==> config.mk <==
export PLATFORM = sky130hd
export DESIGN_NAME = page_table_walker_core_flat
export DESIGN_NICKNAME = d
export VERILOG_FILES = /design/src/hw/rtl/ptw_pkg.sv /design/src/hw/rtl/ptw_if.sv /design/src/hw/rtl/ptw_front.sv /design/src/hw/rtl/ptw_queue.sv /design/src/hw/rtl/ptw_back.sv /design/src/hw/rtl/page_table_walker_core.sv /design/src/flat_wrapper.sv
export SDC_FILE = /design/constraint.sdc
export NUM_CORES = 1
export LEC_CHECK = 0
export BUFFER_PORTS_ARGS = -buffer_cell sky130_fd_sc_hd__clkbuf_2
export CORE_ASPECT_RATIO = 0.9
export CORE_MARGIN = 4
export CORE_UTILIZATION = 55
export CTS_BUF_LIST = sky130_fd_sc_hd__clkbuf_4 sky130_fd_sc_hd__clkbuf_8
export DETAILED_ROUTE_END_ITERATION = 10
export PLACE_DENSITY = 0.88
export SKIP_CTS_REPAIR_TIMING = 1
export SLEW_MARGIN = 20
export SYNTH_ARGS = -nofsm -noshare
export SYNTH_HDL_FRONTEND = slang
export SYNTH_SLANG_ARGS = --single-unit
==> constraint.sdc <==
create_clock -name i_clk -period 10.7 [get_ports i_clk]
set_clock_uncertainty 0.1 [all_clocks]
set_input_delay 0.535 -clock i_clk [delete_from_list [all_inputs] [get_ports i_clk]]
set_output_delay 0.535 -clock i_clk [all_outputs]
set_load 0.03 [all_outputs]
==> src/hw/rtl/ptw_pkg.sv <==
// Shared types and constants for the page table walker.
package ptw_pkg;

    localparam int ADDR_W  = 52;
    localparam int VIRT_W  = 48;
    localparam int ENTRY_W = 64;
    localparam int OFF_W   = 21;
    localparam int IDX_W   = 9;

    localparam logic [ADDR_W-1:0] PAGE4K_LOW = 52'hFFF;
    localparam logic [ADDR_W-1:0] PAGE2M_LOW = 52'h1FFFFF;

    localparam int ENTRY_PRESENT_BIT = 0;
    localparam int ENTRY_HUGE_BIT    = 7;

    localparam logic OP_TRANSLATE = 1'b0;
    localparam logic OP_ENTRY     = 1'b1;

    localparam logic KIND_READ = 1'b0;
    localparam logic KIND_DONE = 1'b1;

    typedef logic [2:0] t_level;

    localparam t_level LVL_IDLE = 3'd0;
    localparam t_level LVL_PML4 = 3'd1;
    localparam t_level LVL_PDPT = 3'd2;
    localparam t_level LVL_PD   = 3'd3;
    localparam t_level LVL_PT   = 3'd4;

    typedef struct packed {
        logic              kind;
        logic              found;
        logic [ADDR_W-1:0] base;
        logic [OFF_W-1:0]  off;
    } t_walk_op;

endpackage

==> src/hw/rtl/ptw_if.sv <==
// Channel interfaces: request input, result output, configuration write.
interface ptw_in_if import ptw_pkg::*; ();
    logic               valid;
    logic               ready;
    logic               op;
    logic [VIRT_W-1:0]  virt_addr;
    logic [ENTRY_W-1:0] read_data;

    modport source (output valid, output op, output virt_addr, output read_data, input ready);
    modport sink   (input valid, input op, input virt_addr, input read_data, output ready);
endinterface

interface ptw_out_if import ptw_pkg::*; ();
    logic              valid;
    logic              ready;
    logic              kind;
    logic [ADDR_W-1:0] mem_addr;
    logic [ADDR_W-1:0] phys_addr;
    logic              found;

    modport source (output valid, output kind, output mem_addr, output phys_addr,
                    output found, input ready);
    modport sink   (input valid, input kind, input mem_addr, input phys_addr,
                    input found, output ready);
endinterface

interface ptw_cfg_if import ptw_pkg::*; ();
    logic              valid;
    logic              ready;
    logic [ADDR_W-1:0] data;

    modport source (output valid, output data, input ready);
    modport sink   (input valid, input data, output ready);
endinterface

==> src/hw/rtl/ptw_front.sv <==
// Front end: accepts transactions, tracks the walk level and classifies entries.
module ptw_front import ptw_pkg::*; #(
    parameter int PHYS_ADDR_BITS = 52
) (
    input  logic          i_clk,
    input  logic          i_rst_n,
    ptw_in_if.sink        i_req,
    ptw_cfg_if.sink       i_cfg,
    input  logic          i_q_full,
    output logic          o_push,
    output t_walk_op      o_push_op
);

    localparam logic [ADDR_W-1:0] ADDR_MASK = {ADDR_W{1'b1}} >> (ADDR_W - PHYS_ADDR_BITS);
    localparam logic [ADDR_W-1:0] FRAME4K_MASK = ADDR_MASK & ~PAGE4K_LOW;
    localparam logic [ADDR_W-1:0] FRAME2M_MASK = ADDR_MASK & ~PAGE2M_LOW;

    t_level              r_level, n_level;
    logic [VIRT_W-1:0]   r_saved_virt, n_saved_virt;
    logic [ADDR_W-1:0]   r_table_base;

    logic                accept;
    logic                busy;
    logic [ADDR_W-1:0]   entry_addr;
    logic [IDX_W-1:0]    next_idx;

    assign i_req.ready = !i_q_full;
    assign i_cfg.ready = 1'b1;
    assign accept      = i_req.valid && i_req.ready;
    assign busy        = (r_level >= LVL_PML4) && (r_level <= LVL_PT);
    assign entry_addr  = i_req.read_data[ADDR_W-1:0];

    always_comb begin
        case (r_level)
            LVL_PML4: next_idx = r_saved_virt[38:30];
            LVL_PDPT: next_idx = r_saved_virt[29:21];
            default:  next_idx = r_saved_virt[20:12];
        endcase
    end

    always_comb begin
        n_level      = r_level;
        n_saved_virt = r_saved_virt;
        o_push       = 1'b0;
        o_push_op    = '{kind: KIND_READ, found: 1'b0, base: '0, off: '0};
        if (accept) begin
            if (i_req.op == OP_TRANSLATE) begin
                if (!busy) begin
                    n_saved_virt   = i_req.virt_addr;
                    n_level        = LVL_PML4;
                    o_push         = 1'b1;
                    o_push_op.base = r_table_base & FRAME4K_MASK;
                    o_push_op.off  = {{(OFF_W-IDX_W-3){1'b0}}, i_req.virt_addr[47:39], 3'b000};
                end
            end else if (busy) begin
                o_push = 1'b1;
                if (!i_req.read_data[ENTRY_PRESENT_BIT]) begin
                    n_level        = LVL_IDLE;
                    o_push_op.kind = KIND_DONE;
                end else if (r_level == LVL_PD && i_req.read_data[ENTRY_HUGE_BIT]) begin
                    n_level         = LVL_IDLE;
                    o_push_op.kind  = KIND_DONE;
                    o_push_op.found = 1'b1;
                    o_push_op.base  = entry_addr & FRAME2M_MASK;
                    o_push_op.off   = r_saved_virt[OFF_W-1:0];
                end else if (r_level == LVL_PT) begin
                    n_level         = LVL_IDLE;
                    o_push_op.kind  = KIND_DONE;
                    o_push_op.found = 1'b1;
                    o_push_op.base  = entry_addr & FRAME4K_MASK;
                    o_push_op.off   = {{(OFF_W-12){1'b0}}, r_saved_virt[11:0]};
                end else begin
                    n_level        = r_level + 3'd1;
                    o_push_op.base = entry_addr & FRAME4K_MASK;
                    o_push_op.off  = {{(OFF_W-IDX_W-3){1'b0}}, next_idx, 3'b000};
                end
            end
        end
    end

    always_ff @(posedge i_clk) begin
        if (!i_rst_n) begin
            r_level      <= LVL_IDLE;
            r_saved_virt <= '0;
            r_table_base <= '0;
        end else begin
            r_level      <= n_level;
            r_saved_virt <= n_saved_virt;
            if (i_cfg.valid && i_cfg.ready) begin
                r_table_base <= i_cfg.data;
            end
        end
    end

`ifndef SYNTH
    a_start_walk: assert property (@(posedge i_clk) disable iff (!i_rst_n)
        accept && i_req.op == OP_TRANSLATE && !busy |=> r_level == LVL_PML4)
        else $error("walk did not start at the root level");

    a_idle_resp_dropped: assert property (@(posedge i_clk) disable iff (!i_rst_n)
        accept && i_req.op == OP_ENTRY && !busy |-> !o_push)
        else $error("response while idle produced a result");

    a_walk_holds: assert property (@(posedge i_clk) disable iff (!i_rst_n)
        busy && !accept |=> $stable(r_level) && $stable(r_saved_virt))
        else $error("walk state changed without a transaction");
`endif

endmodule

==> src/hw/rtl/ptw_queue.sv <==
// Short queue of classified walk steps between front and back.
module ptw_queue import ptw_pkg::*; #(
    parameter int DEPTH = 4
) (
    input  logic     i_clk,
    input  logic     i_rst_n,
    input  logic     i_push,
    input  t_walk_op i_push_op,
    input  logic     i_pop,
    output logic     o_full,
    output logic     o_empty,
    output t_walk_op o_head
);

    localparam int PW = (DEPTH > 1) ? $clog2(DEPTH) : 1;
    localparam int CW = $clog2(DEPTH + 1);

    t_walk_op        r_mem [DEPTH];
    logic [PW-1:0]   r_wr_ptr, r_rd_ptr;
    logic [CW-1:0]   r_count;
    logic            do_push, do_pop;

    assign o_full  = (r_count == CW'(DEPTH));
    assign o_empty = (r_count == '0);
    assign o_head  = r_mem[r_rd_ptr];
    assign do_push = i_push && !o_full;
    assign do_pop  = i_pop && !o_empty;

    always_ff @(posedge i_clk) begin
        if (!i_rst_n) begin
            r_wr_ptr <= '0;
            r_rd_ptr <= '0;
            r_count  <= '0;
        end else begin
            if (do_push) begin
                r_wr_ptr <= (r_wr_ptr == PW'(DEPTH - 1)) ? '0 : r_wr_ptr + PW'(1);
            end
            if (do_pop) begin
                r_rd_ptr <= (r_rd_ptr == PW'(DEPTH - 1)) ? '0 : r_rd_ptr + PW'(1);
            end
            r_count <= r_count + CW'(do_push) - CW'(do_pop);
        end
    end

    always_ff @(posedge i_clk) begin
        if (do_push) begin
            r_mem[r_wr_ptr] <= i_push_op;
        end
    end

`ifndef SYNTH
    a_no_overflow: assert property (@(posedge i_clk) disable iff (!i_rst_n)
        !(i_push && o_full))
        else $error("push into full queue");
`endif

endmodule

==> src/hw/rtl/ptw_back.sv <==
// Back end: forms the entry or physical address and holds the result register.
module ptw_back import ptw_pkg::*; (
    input  logic       i_clk,
    input  logic       i_rst_n,
    input  logic       i_q_empty,
    input  t_walk_op   i_head,
    output logic       o_pop,
    ptw_out_if.source  o_rsp
);

    logic              r_valid;
    logic              r_kind, r_found;
    logic [ADDR_W-1:0] r_mem_addr, r_phys_addr;
    logic              load;
    logic [ADDR_W-1:0] sum;

    assign load  = !r_valid || o_rsp.ready;
    assign o_pop = load && !i_q_empty;
    assign sum   = i_head.base + {{(ADDR_W-OFF_W){1'b0}}, i_head.off};

    assign o_rsp.valid     = r_valid;
    assign o_rsp.kind      = r_kind;
    assign o_rsp.found     = r_found;
    assign o_rsp.mem_addr  = r_mem_addr;
    assign o_rsp.phys_addr = r_phys_addr;

    always_ff @(posedge i_clk) begin
        if (!i_rst_n) begin
            r_valid <= 1'b0;
        end else if (load) begin
            r_valid <= !i_q_empty;
        end
    end

    always_ff @(posedge i_clk) begin
        if (o_pop) begin
            r_kind      <= i_head.kind;
            r_found     <= i_head.found;
            r_mem_addr  <= (i_head.kind == KIND_READ) ? sum : '0;
            r_phys_addr <= (i_head.kind == KIND_DONE) ? sum : '0;
        end
    end

`ifndef SYNTH
    a_read_fields: assert property (@(posedge i_clk) disable iff (!i_rst_n)
        r_valid && r_kind == KIND_READ |-> r_phys_addr == '0 && !r_found)
        else $error("read request carries translation fields");
`endif

endmodule

==> src/hw/rtl/page_table_walker_core.sv <==
// Top level of the four-level page table walker.
//
//  channel   dir  transaction
//  i_req     in   op, virt_addr, read_data (translate request or table entry)
//  o_rsp     out  kind, mem_addr, phys_addr, found (read request or translation)
//  i_cfg     in   data = table_base
//
//  One transaction per cycle is accepted while the queue is not full; any result
//  of a transaction is written into a queue entry at the accepting edge, and the
//  output register loads it from the queue head when o_rsp is not stalled.
//  The front stalls only when the queue of QUEUE_DEPTH entries is full.
//  Reset is synchronous: walk idle, table_base zero, queue and output empty.
//  A stalled o_rsp holds its result while the queue keeps filling.
module page_table_walker_core import ptw_pkg::*; #(
    parameter int PHYS_ADDR_BITS = 52,
    parameter int QUEUE_DEPTH    = 4
) (
    input  logic       i_clk,
    input  logic       i_rst_n,
    ptw_in_if.sink     i_req,
    ptw_cfg_if.sink    i_cfg,
    ptw_out_if.source  o_rsp
);

    logic     push, pop, q_full, q_empty;
    t_walk_op push_op, head;

    ptw_front #(
        .PHYS_ADDR_BITS(PHYS_ADDR_BITS)
    ) u_front (
        .i_clk     (i_clk),
        .i_rst_n   (i_rst_n),
        .i_req     (i_req),
        .i_cfg     (i_cfg),
        .i_q_full  (q_full),
        .o_push    (push),
        .o_push_op (push_op)
    );

    ptw_queue #(
        .DEPTH(QUEUE_DEPTH)
    ) u_queue (
        .i_clk     (i_clk),
        .i_rst_n   (i_rst_n),
        .i_push    (push),
        .i_push_op (push_op),
        .i_pop     (pop),
        .o_full    (q_full),
        .o_empty   (q_empty),
        .o_head    (head)
    );

    ptw_back u_back (
        .i_clk     (i_clk),
        .i_rst_n   (i_rst_n),
        .i_q_empty (q_empty),
        .i_head    (head),
        .o_pop     (pop),
        .o_rsp     (o_rsp)
    );

endmodule
==> src/flat_wrapper.sv <==
// flat-port wrapper written by rule: the top's interface ports become plain ports
module page_table_walker_core_flat import ptw_pkg::*;
#(
    parameter int PHYS_ADDR_BITS = 52,
    parameter int QUEUE_DEPTH    = 4
)
  (i_clk, i_rst_n, i_req_valid, i_req_op, i_req_virt_addr, i_req_read_data, i_req_ready, i_cfg_valid, i_cfg_data, i_cfg_ready, o_rsp_valid, o_rsp_kind, o_rsp_mem_addr, o_rsp_phys_addr, o_rsp_found, o_rsp_ready);
  ptw_in_if i_req_i ();
  ptw_cfg_if i_cfg_i ();
  ptw_out_if o_rsp_i ();
  input  logic i_clk;
  input  logic i_rst_n;
  input wire logic [$bits(i_req_i.valid)-1:0] i_req_valid;
  input wire logic [$bits(i_req_i.op)-1:0] i_req_op;
  input wire logic [$bits(i_req_i.virt_addr)-1:0] i_req_virt_addr;
  input wire logic [$bits(i_req_i.read_data)-1:0] i_req_read_data;
  output wire logic [$bits(i_req_i.ready)-1:0] i_req_ready;
  input wire logic [$bits(i_cfg_i.valid)-1:0] i_cfg_valid;
  input wire logic [$bits(i_cfg_i.data)-1:0] i_cfg_data;
  output wire logic [$bits(i_cfg_i.ready)-1:0] i_cfg_ready;
  output wire logic [$bits(o_rsp_i.valid)-1:0] o_rsp_valid;
  output wire logic [$bits(o_rsp_i.kind)-1:0] o_rsp_kind;
  output wire logic [$bits(o_rsp_i.mem_addr)-1:0] o_rsp_mem_addr;
  output wire logic [$bits(o_rsp_i.phys_addr)-1:0] o_rsp_phys_addr;
  output wire logic [$bits(o_rsp_i.found)-1:0] o_rsp_found;
  input wire logic [$bits(o_rsp_i.ready)-1:0] o_rsp_ready;
  assign i_req_i.valid = i_req_valid;
  assign i_req_i.op = i_req_op;
  assign i_req_i.virt_addr = i_req_virt_addr;
  assign i_req_i.read_data = i_req_read_data;
  assign i_req_ready = i_req_i.ready;
  assign i_cfg_i.valid = i_cfg_valid;
  assign i_cfg_i.data = i_cfg_data;
  assign i_cfg_ready = i_cfg_i.ready;
  assign o_rsp_valid = o_rsp_i.valid;
  assign o_rsp_kind = o_rsp_i.kind;
  assign o_rsp_mem_addr = o_rsp_i.mem_addr;
  assign o_rsp_phys_addr = o_rsp_i.phys_addr;
  assign o_rsp_found = o_rsp_i.found;
  assign o_rsp_i.ready = o_rsp_ready;
  page_table_walker_core #(.PHYS_ADDR_BITS(PHYS_ADDR_BITS), .QUEUE_DEPTH(QUEUE_DEPTH)) u_core (.i_clk(i_clk), .i_rst_n(i_rst_n), .i_req(i_req_i), .i_cfg(i_cfg_i), .o_rsp(o_rsp_i));
endmodule
==> impl_metrics.csv, run 1 <==
group,metric,value,unit
outcome,status,"finished, final reports clean",
global_route,grt_pass1_vias,11800,
cts,cts_tree,"done",
global_route,grt_pass1_wl,63540,µm
synthesis,netlist_top_cells_area,"edfxtp_1, dfxtp_1, mux4_2",
job,drv_cap,0,
detailed_routing,remaining_drc_errors,0,
cts,htreeDepth,3,
worst_setup_path,crit_required,11.08,ns
synthesis,ys_types,52,
detailed_routing,wire_per_inst,20.66,µm
finish,final_common_cell,"edfxtp_1",
sta,tns,0,ns
worst_setup_path,crit_chain,"inv_1 > ha_1 > nor3_1 > o21ai_0 > inv_1 > ha_1 > nor2_1 > clkinv_1 > ha_1 > inv_1 > ha_1 > inv_1 > fa_1 > xnor2_1 > xnor2_1 > and2_1",
die,core_area,33110,µm²
cts,cts_root_buf,"clkbuf_8",
worst_setup_path,cp-start-kind,"register",
finish,final_cell_mix,"edfxtp_1, clkbuf_2, nand2_1",
cts,numCtsBuffers,72,
pwr,peakVddDrop,0.2413,mV
die,die_y,182.4,µm
synthesis,async_flop_share,0,%
worst_setup_path,slowest_delay,0.52,ns
sta,max_slew_margin,25.60,%
synthesis,synth-edff-count,358,
sta,setup_viol,0,
sta,hold_violations,0,
worst_setup_path,slowest_stage,"o21ai_0",
synthesis,synth_seq_cells,450,
pwr,p_total,6.369,mW
placement,placed_area,20160,µm²
detailed_routing,drtPass1Iterations,5,
global_route,grtUsageTotal,22.05,%
sta,layout_min_cycle_time,4.383,ns
cts,clk_pin_slew,0.06,ns
worst_setup_path,end_kind,"register",
sta,drv_slew,0,
synthesis,synth_area_per_cell,14.70,µm²
synthesis,seq_area_frac_synth,67.78,%
finish,drive_gt1_share,29.43,%
worst_hold_path,min_path_type,"input pin to register",
worst_setup_path,crit_fanout,11,
synthesis,ys.flop_type,"edfxtp_1",
sta,fmax,228.2,MHz
synthesis,yosysWarningCount,0,
cts,cts_buffer_depth,3,
placement,place.gp.congestion,0.8727,
pwr,p_leak,7.985,nW
sta,rsz0062_at_grt,"no",
global_route,antenna_found_initial,0,
die,die_w,201.7,µm
detailed_routing,wirelength,41370,µm
synthesis,synth_nets,1458,
finish,diodes,0,
die,start_util,56.11,%
finish,syn_to_final_growth,16.67,%
finish,final_util,65.47,%
finish,fin_nets,1715,
cts,clk_latency,0.60,ns
die,num_rows,63,
synthesis,syn_area,18580,µm²
die,boundaryPins,279,
detailed_routing,vias,11550,
synthesis,yosysTopAreaCellShare,57.87,%
global_route,grt_overflow,0,
sta,fin_hold_ws,0.08155,ns
pwr,power.density,293.8,nW/µm²
placement,port_buffers,243,
worst_setup_path,arrival,4.76,ns
detailed_routing,routed_via_density,5.769,
synthesis,syn_inst,1264,
worst_setup_path,worstSetupPathType,"register to register",
detailed_routing,postRouteAntennaNets,0,
sta,tightest_slew,1.114,ns
placement,hpwl,27050,µm
cts,cts.sinks,450,
sta,fin_crit_sh,40.96,%
finish,final_area,21670,µm²
detailed_routing,dr.first_iter.drc_count,793,
global_route,grt_max_degree,91,
die,dieArea,36790,µm²
synthesis,yosysTopAreaCell,"edfxtp_1",
==> stage by stage <==
stage / setup WS, ns / instances
after floorplan: 2.693 / 1264
after global placement: 6.671 / 1869
after detailed placement: 6.413 / 1869
after CTS: 6.339 / 2002
after global routing: 5.961 / 2002
final: 6.317 / 2002
==> power by group <==
part / internal, mW / switching (mW)
Sequential: 2.40 / 0.150
Combinational: 0.739 / 1.57
Clock: 0.853 / 0.659
==> flip-flops by register name, indices dropped and copies added (netlist names), named ones only <==
| signal | flops |
|---|---|
| u_core.u_back.o_rsp.kind | 1 |
| u_core.u_queue.r_mem | 252 |
| u_core.u_front.r_level | 3 |
| u_core.u_front.r_table_base | 40 |
| u_core.u_back.o_rsp.found | 1 |
| u_core.u_queue.r_wr_ptr | 2 |
| u_core.u_back.o_rsp.phys_addr | 52 |
| u_core.u_back.o_rsp.valid | 1 |
| u_core.u_queue.r_rd_ptr | 2 |
| u_core.u_queue.r_count | 3 |
| u_core.u_back.o_rsp.mem_addr | 52 |
| u_core.u_front.r_saved_virt | 39 |
==> area by class of cell <==
| type | instances | area [µm²] |
|---|---|---|
| fillers | 2259 | 11430 |
| multi-input cells | 722 | 5640 |
| clock inverters | 28 | 224.0 |
| inverters | 16 | 60.06 |
| repair buffers | 259 | 1336 |
| clock buffers | 105 | 1289 |
| flip-flops and latches | 450 | 12600 |
| well taps | 422 | 528.0 |
==> path summary, 6_finish.rpt <==
check	startpoint	end	slack, ns	cells after the start
hold reg to reg	u_core.u_front.r_saved_virt[0]	u_core.u_front.r_saved_virt[0]	0.37	2
hold / removal	i_req_virt_addr[31]	u_core.u_front.r_saved_virt[31]	0.08	3
setup / recovery	u_core.u_front.r_level[1]	u_core.u_queue.r_count[2]	6.32	16
setup reg to reg	u_core.u_front.r_level[1]	u_core.u_queue.r_count[2]	6.32	16
==> per-layer routing <==
layer	part of all wire [%]	global-route usage, %
met1	40	29.42
met2	49	36.13
met3	7.7	4.957
met4	2.9	8.010
met5	0	0
==> cell usage after synthesis, drive strengths merged, types with 21 or more instances <==
library cell / instances
edfxtp: 358
nand2: 119
nor2: 115
dfxtp: 92
mux4: 61
and2: 54
clkbuf: 54
a22oi: 50
nor2b: 46
mux2i: 44
a21boi: 41
a21oi: 31
buf: 22
ha: 22
o211ai: 22
xnor2: 21
==> critical path, delay by kind of cell, from the launching register on <==
kind,cells,cell delay [ns]
adders and majority gates,5,1.62
buffers and inverters,5,0.71
and+or+nand+nor,3,0.66
AOI/OAI and AO/OA,1,0.52
DFF,1,0.35
xor gates and xnor gates,2,0.32
==> kinds of logic (layout without fill, tap and decap cells) <==
family | Yosys count | in the layout | share of synthesized area, %
DFF | 450 | 450 | 67.78
other | 1 | 1 | 0.02019
AOI/OAI and AO/OA | 185 | 185 | 7.233
and+or+nand+nor | 370 | 370 | 9.543
buffers and inverters | 92 | 408 | 2.088
xor gates and xnor gates | 35 | 35 | 1.650
muxes | 107 | 107 | 9.988
adders and majority gates | 24 | 24 | 1.697
Power figures use the tool's default switching activity.
==> inputs of run 2 (changes only) <==
- CORE_UTILIZATION: 55 -> 53
- PLACE_DENSITY: 0.88 -> 0.89
- clock period: 10.7 -> 3.6 ns (I/O delays scaled with it)
==> impl_metrics.csv, run 2 (synthesized netlist as in run 1, its figures left out) <==
group,metric,value,unit
placement,place.gp.congestion,0.8907,
global_route,antenna_found_initial,5,
finish,syn_to_final_growth,24.41,%
sta,finalWorstSetupSlack,0.1845,ns
worst_setup_path,cp_top_family,"compound AO/OA/AOI/OAI gates",
detailed_routing,vias,12690,
die,start_util,54.21,%
job,drv_cap,0,
detailed_routing,dr.first_iter.drc_count,1276,
worst_setup_path,arrival,3.64,ns
die,core_area,34270,µm²
worst_setup_path,crit_required,3.82,ns
worst_hold_path,min_path_type,"input pin to register",
finish,fin_nets,1838,
outcome,violations,"negative hold slack",
sta,layout_min_cycle_time,3.415,ns
global_route,grt_overflow,0,
sta,fin_hold_ws,-0.03145,ns
finish,drive_gt1_share,29.49,%
sta,fmax,292.8,MHz
die,dieArea,38120,µm²
worst_setup_path,crit_fanout,14,
detailed_routing,postRouteAntennaNets,0,
finish,regMostFlops,"u_core.u_queue.r_mem",
die,die_w,205.4,µm
outcome,status,"finished, violations left",
finish,largest_reg_flops,252,
die,num_rows,64,
detailed_routing,remaining_drc_errors,0,
detailed_routing,wirelength,48680,µm
detailed_routing,routed_via_density,5.845,
cts,cts.sinks,450,
sta,tightest_slew,1.038,ns
cts,clk_latency,0.63,ns
cts,clk_pin_slew,0.07,ns
placement,placed_area,20620,µm²
worst_setup_path,crit_buf_inv,2,
finish,final_area,23110,µm²
worst_setup_path,cp-start-kind,"register",
detailed_routing,drtPass1Iterations,6,
sta,setup_viol,0,
placement,port_buffers,243,
cts,cts_root_buf,"clkbuf_8",
pwr,peakVddDrop,0.6927,mV
placement,hpwl,29130,µm
pwr,p_leak,8.551,nW
sta,max_slew_margin,30.79,%
die,die_y,185.6,µm
global_route,grt_pass1_wl,64870,µm
sta,hold_violations,15,
global_route,grt_pass1_vias,11890,
worst_setup_path,slowest_stage,"dfxtp_4",
sta,fin_crit_sh,94.87,%
placement,dp_slack,0.2159,ns
worst_setup_path,r2r_setup_slack,0.18,ns
cts,numCtsBuffers,71,
pwr,power.density,839.2,nW/µm²
finish,final_common_cell,"edfxtp_1",
worst_setup_path,end_kind,"register",
cts,htreeDepth,3,
worst_setup_path,slowest_delay,0.54,ns
sta,drv_slew,0,
die,boundaryPins,279,
cts,cts_tree,"done",
cts,cts_buffer_depth,3,
worst_setup_path,crit_chain,"buf_12 > mux4_2 > ha_1 > nand3_1 > a21oi_2 > o21ai_4 > buf_12 > a2111oi_2 > xnor2_1 > nor2_1",
finish,final_cell_mix,"edfxtp_1, clkbuf_2, nand2_1",
global_route,grt_max_degree,85,
sta,rsz0062_at_grt,"no",
worst_setup_path,path_common_cell,"buf_12",
detailed_routing,wire_per_inst,22.42,µm
global_route,grtUsageTotal,22.19,%
worst_setup_path,worstSetupPathType,"register to register",
run 2: cell count changes in the layout (fill, tap and decap cells not counted), moves of 5 or more:
| cell | previous run | this run |
|---|---|---|
| diode_2 | 0 | 7 |
| clkinv_1 | 14 | 9 |
| dlygate4sd3_1 | 0 | 102 |
| ha_1 | 22 | 17 |
| buf_4 | 16 | 24 |
| buf_12 | 0 | 13 |
run 2: final timing paths:
path | from | to | depth (start not counted)
min | i_req_read_data[40] | u_core.u_queue.r_mem[2][61] | 3
min reg2reg | u_core.u_front.r_saved_virt[34] | u_core.u_front.r_saved_virt[34] | 2
max reg2reg | register | u_core.u_back.o_rsp.mem_addr[44] | 10
max | register | u_core.u_back.o_rsp.mem_addr[44] | 10
run 2: through the flow:
| stage | util [%] | power [mW] | std cells | TNS [ns] |
|---|---|---|---|---|
| floorplan | - | 12.73 | 1264 | -0.2796 |
| global placement | 60.16 | 14.65 | 1931 | 0 |
| detailed placement | 60.16 | 14.91 | 1931 | 0 |
| CTS | 64.38 | 19.21 | 2062 | 0 |
| global route | 67.42 | 20.34 | 2169 | 0 |
| finish | 67.44 | 19.40 | 2171 | 0 |
run 2: worst min-delay path, cell delays in order:
cell and delay (ns):
clkbuf_2 0.09, a22oi_1 0.07, nor2_1 0.20
run 2: area by class of cell:
cell class              instances  area [µm²]
clock inverters                25       168.9
well taps                     462       578.1
flip-flops and latches        450       12610
repair buffers                383        2689
inverters                      16       60.06
multi-input cells             722        5717
clock buffers                 106        1277
fillers                      2145       11160
diodes                          7       17.52
run 2: per-layer routing:
metal / global-route usage, % / share of wire, % / vias up
met5: 0 / 0 / -
met4: 8.492 / 4.4 / 0
met3: 4.878 / 8.0 / 186
met2: 36.49 / 50 / 772
met1: 29.34 / 38 / 6216
li1: - / - / 5516
run 2: power by group:
part	internal (mW)	switching (mW)	total (mW)	leakage, nW
registers	7.13	0.441	7.58	4.24
logic	2.55	4.92	7.46	3.54
clock network	2.32	2.04	4.36	0.777
==> inputs of run 3 (changes only) <==
- CORE_UTILIZATION: 53 -> 54
- SLEW_MARGIN: 20 -> unset
- SYNTH_HIERARCHICAL: unset -> 1
==> impl_metrics.csv, run 3 <==
group,metric,value,unit
sta,max_slew_margin,14.82,%
worst_setup_path,crit_chain,"buf_12 > buf_4 > mux4_2 > ha_4 > nand4_1 > a21oi_2 > o311ai_4 > a2111oi_4 > buf_12 > nor2_2 > nor2_2 > mux2_1",
global_route,grt_pass1_wl,76190,µm
finish,final_common_cell,"edfxtp_1",
cts,cts_tree,"done",
detailed_routing,remaining_drc_errors,0,
outcome,status,"finished, violations left",
synthesis,yosysMostFrequentCell,"edfxtp_1",
cts,htreeDepth,3,
synthesis,yosysWarningCount,6,
die,boundaryPins,279,
detailed_routing,dr.first_iter.drc_count,1478,
cts,cts.sinks,498,
detailed_routing,drtPass1Iterations,5,
sta,tightest_slew,1.266,ns
worst_setup_path,arrival,3.92,ns
finish,final_cell_mix,"edfxtp_1, clkbuf_2, nand2_1",
pwr,power.density,856.0,nW/µm²
finish,largest_reg_flops,300,
die,num_rows,68,
placement,port_buffers,243,
cts,clk_pin_slew,0.06,ns
sta,drv_slew,0,
synthesis,synth_common_cells,"edfxtp_1, nand2_1, nor2_1, a21oi_1, dfxtp_1",
worst_setup_path,crit_fanout,12,
worst_hold_path,min_path_type,"input pin to register",
sta,finalWorstSetupSlack,-0.05862,ns
synthesis,synth_seq_cells,498,
detailed_routing,postRouteAntennaNets,0,
global_route,grt_overflow,0,
cts,cts_root_buf,"clkbuf_8",
sta,fmax,273.3,MHz
global_route,grt_pass1_vias,13490,
synthesis,ys_types,65,
sta,fin_crit_sh,101.6,%
sta,hold_violations,2,
synthesis,seq_area_frac_synth,65.59,%
worst_setup_path,cp_top_family,"multiplexers",
global_route,grt_max_degree,76,
die,start_util,55.27,%
pwr,peakVddDrop,0.7788,mV
detailed_routing,vias,14950,
worst_setup_path,crit_required,3.86,ns
synthesis,syn_area,21390,µm²
detailed_routing,wire_per_inst,23.00,µm
job,drv_cap,0,
finish,finalNonFillerCells,2528,
sta,setup_viol,4,
finish,fin_nets,2148,
synthesis,yosysTopAreaCell,"edfxtp_1",
worst_setup_path,end_kind,"register",
placement,numPlacedInstances,2259,
cts,cts_buffer_depth,3,
die,dieArea,42870,µm²
synthesis,synth-edff-count,406,
finish,regMostFlops,"u_core/u_queue/r_mem",
synthesis,async_flop_share,0,%
synthesis,yosysTopAreaCellShare,56.99,%
detailed_routing,routed_via_density,5.915,
cts,clk_latency,0.65,ns
finish,fill_cells,2346,
sta,layout_min_cycle_time,3.659,ns
placement,hpwl,34600,µm
pwr,p_leak,9.798,nW
synthesis,ys.flop_type,"edfxtp_1",
sta,fin_hold_ws,-0.006280,ns
cts,numCtsBuffers,77,
sta,rsz0062_at_grt,"yes",
die,die_w,217.8,µm
worst_setup_path,slowest_delay,0.56,ns
global_route,antenna_found_initial,7,
worst_setup_path,slowest_stage,"mux4_2",
die,die_y,196.8,µm
finish,syn_to_final_growth,25.29,%
sta,tns,-0.09832,ns
die,core_area,38710,µm²
worst_setup_path,crit_buf_inv,3,
worst_setup_path,worstSetupPathType,"register to register",
synthesis,netlist_top_cells_area,"edfxtp_1, dfxtp_1, mux4_2",
placement,place.gp.congestion,0.8523,
outcome,violations,"negative hold slack, negative setup slack",
synthesis,synth_area_per_cell,14.27,µm²
global_route,grtUsageTotal,22.99,%
finish,drive_gt1_share,30.85,%
worst_setup_path,cp-start-kind,"register",
detailed_routing,wirelength,58150,µm
synthesis,syn_inst,1499,
[run 3: final timing paths]
kind | from | end | slack [ns] | cells past startpoint
max reg2reg | register | u_core/u_back/o_rsp.mem_addr[51] | -0.06 | 12
min | i_req_read_data[23] | u_core/u_queue/r_mem[2][44] | -0.006 | 3
max | register | u_core/u_back/o_rsp.mem_addr[51] | -0.06 | 12
min reg2reg | u_core/u_front/r_saved_virt[17] | u_core/u_front/r_saved_virt[17] | 0.37 | 2
[run 3: logic make-up after synthesis]
kind of cell / count (synthesis) / share of synthesized area, %
flops: 498 / 65.59
simple gates: 406 / 8.989
compound gates: 254 / 7.995
buf+inv: 131 / 3.070
mux: 121 / 10.05
xor+xnor: 51 / 2.088
fa+ha+maj: 36 / 2.176
other cells: 2 / 0.03510
[run 3: per-stage QoR]
| step | power (mW) | area, µm² | utilization [%] | setup slack (ns) |
|---|---|---|---|---|
| 2_1_floorplan | 14.40 | 21450 | - | -0.2801 |
| 3_3_place_gp | 17.12 | 23570 | 60.89 | -0.06222 |
| 3_5_place_dp | 17.45 | 23570 | 60.89 | -0.1336 |
| 4_1_cts | 22.22 | 25140 | 64.94 | -0.1733 |
| 5_1_grt | 24.07 | 26800 | 69.24 | -0.1615 |
| 6_report | 22.95 | 26800 | 69.24 | -0.05862 |
[run 3: tightest hold or removal path, cell delays in order]
cell and delay [ns]:
clkbuf_2 0.09, nand2_1 0.05, a21oi_1 0.20
[run 3: report_power, final]
group          switching, mW  internal [mW]  total [mW]
Combinational           6.20           3.60        9.80
Clock                   2.20           2.65        4.85
Sequential             0.379           7.91        8.29
[run 3: layout make-up]
type,instances,area [µm²],area share [%]
antenna,6,15.01,0.05601
clock buffer,111,1359,5.069
clock inverter,23,207.7,0.7749
inverter,27,101.3,0.3781
multi-input combinational,881,7089,26.45
sequential,498,14040,52.39
tap,525,656.9,2.451
timing repair buffer,457,3333,12.44
[run 3: per-layer routing]
layer,up-vias,GRT usage [%],wire length [µm]
met5,-,0,0
met4,0,6.974,2222
met3,200,4.979,6058
met2,1071,36.24,27750
met1,7214,32.70,22120
li1,6469,-,-
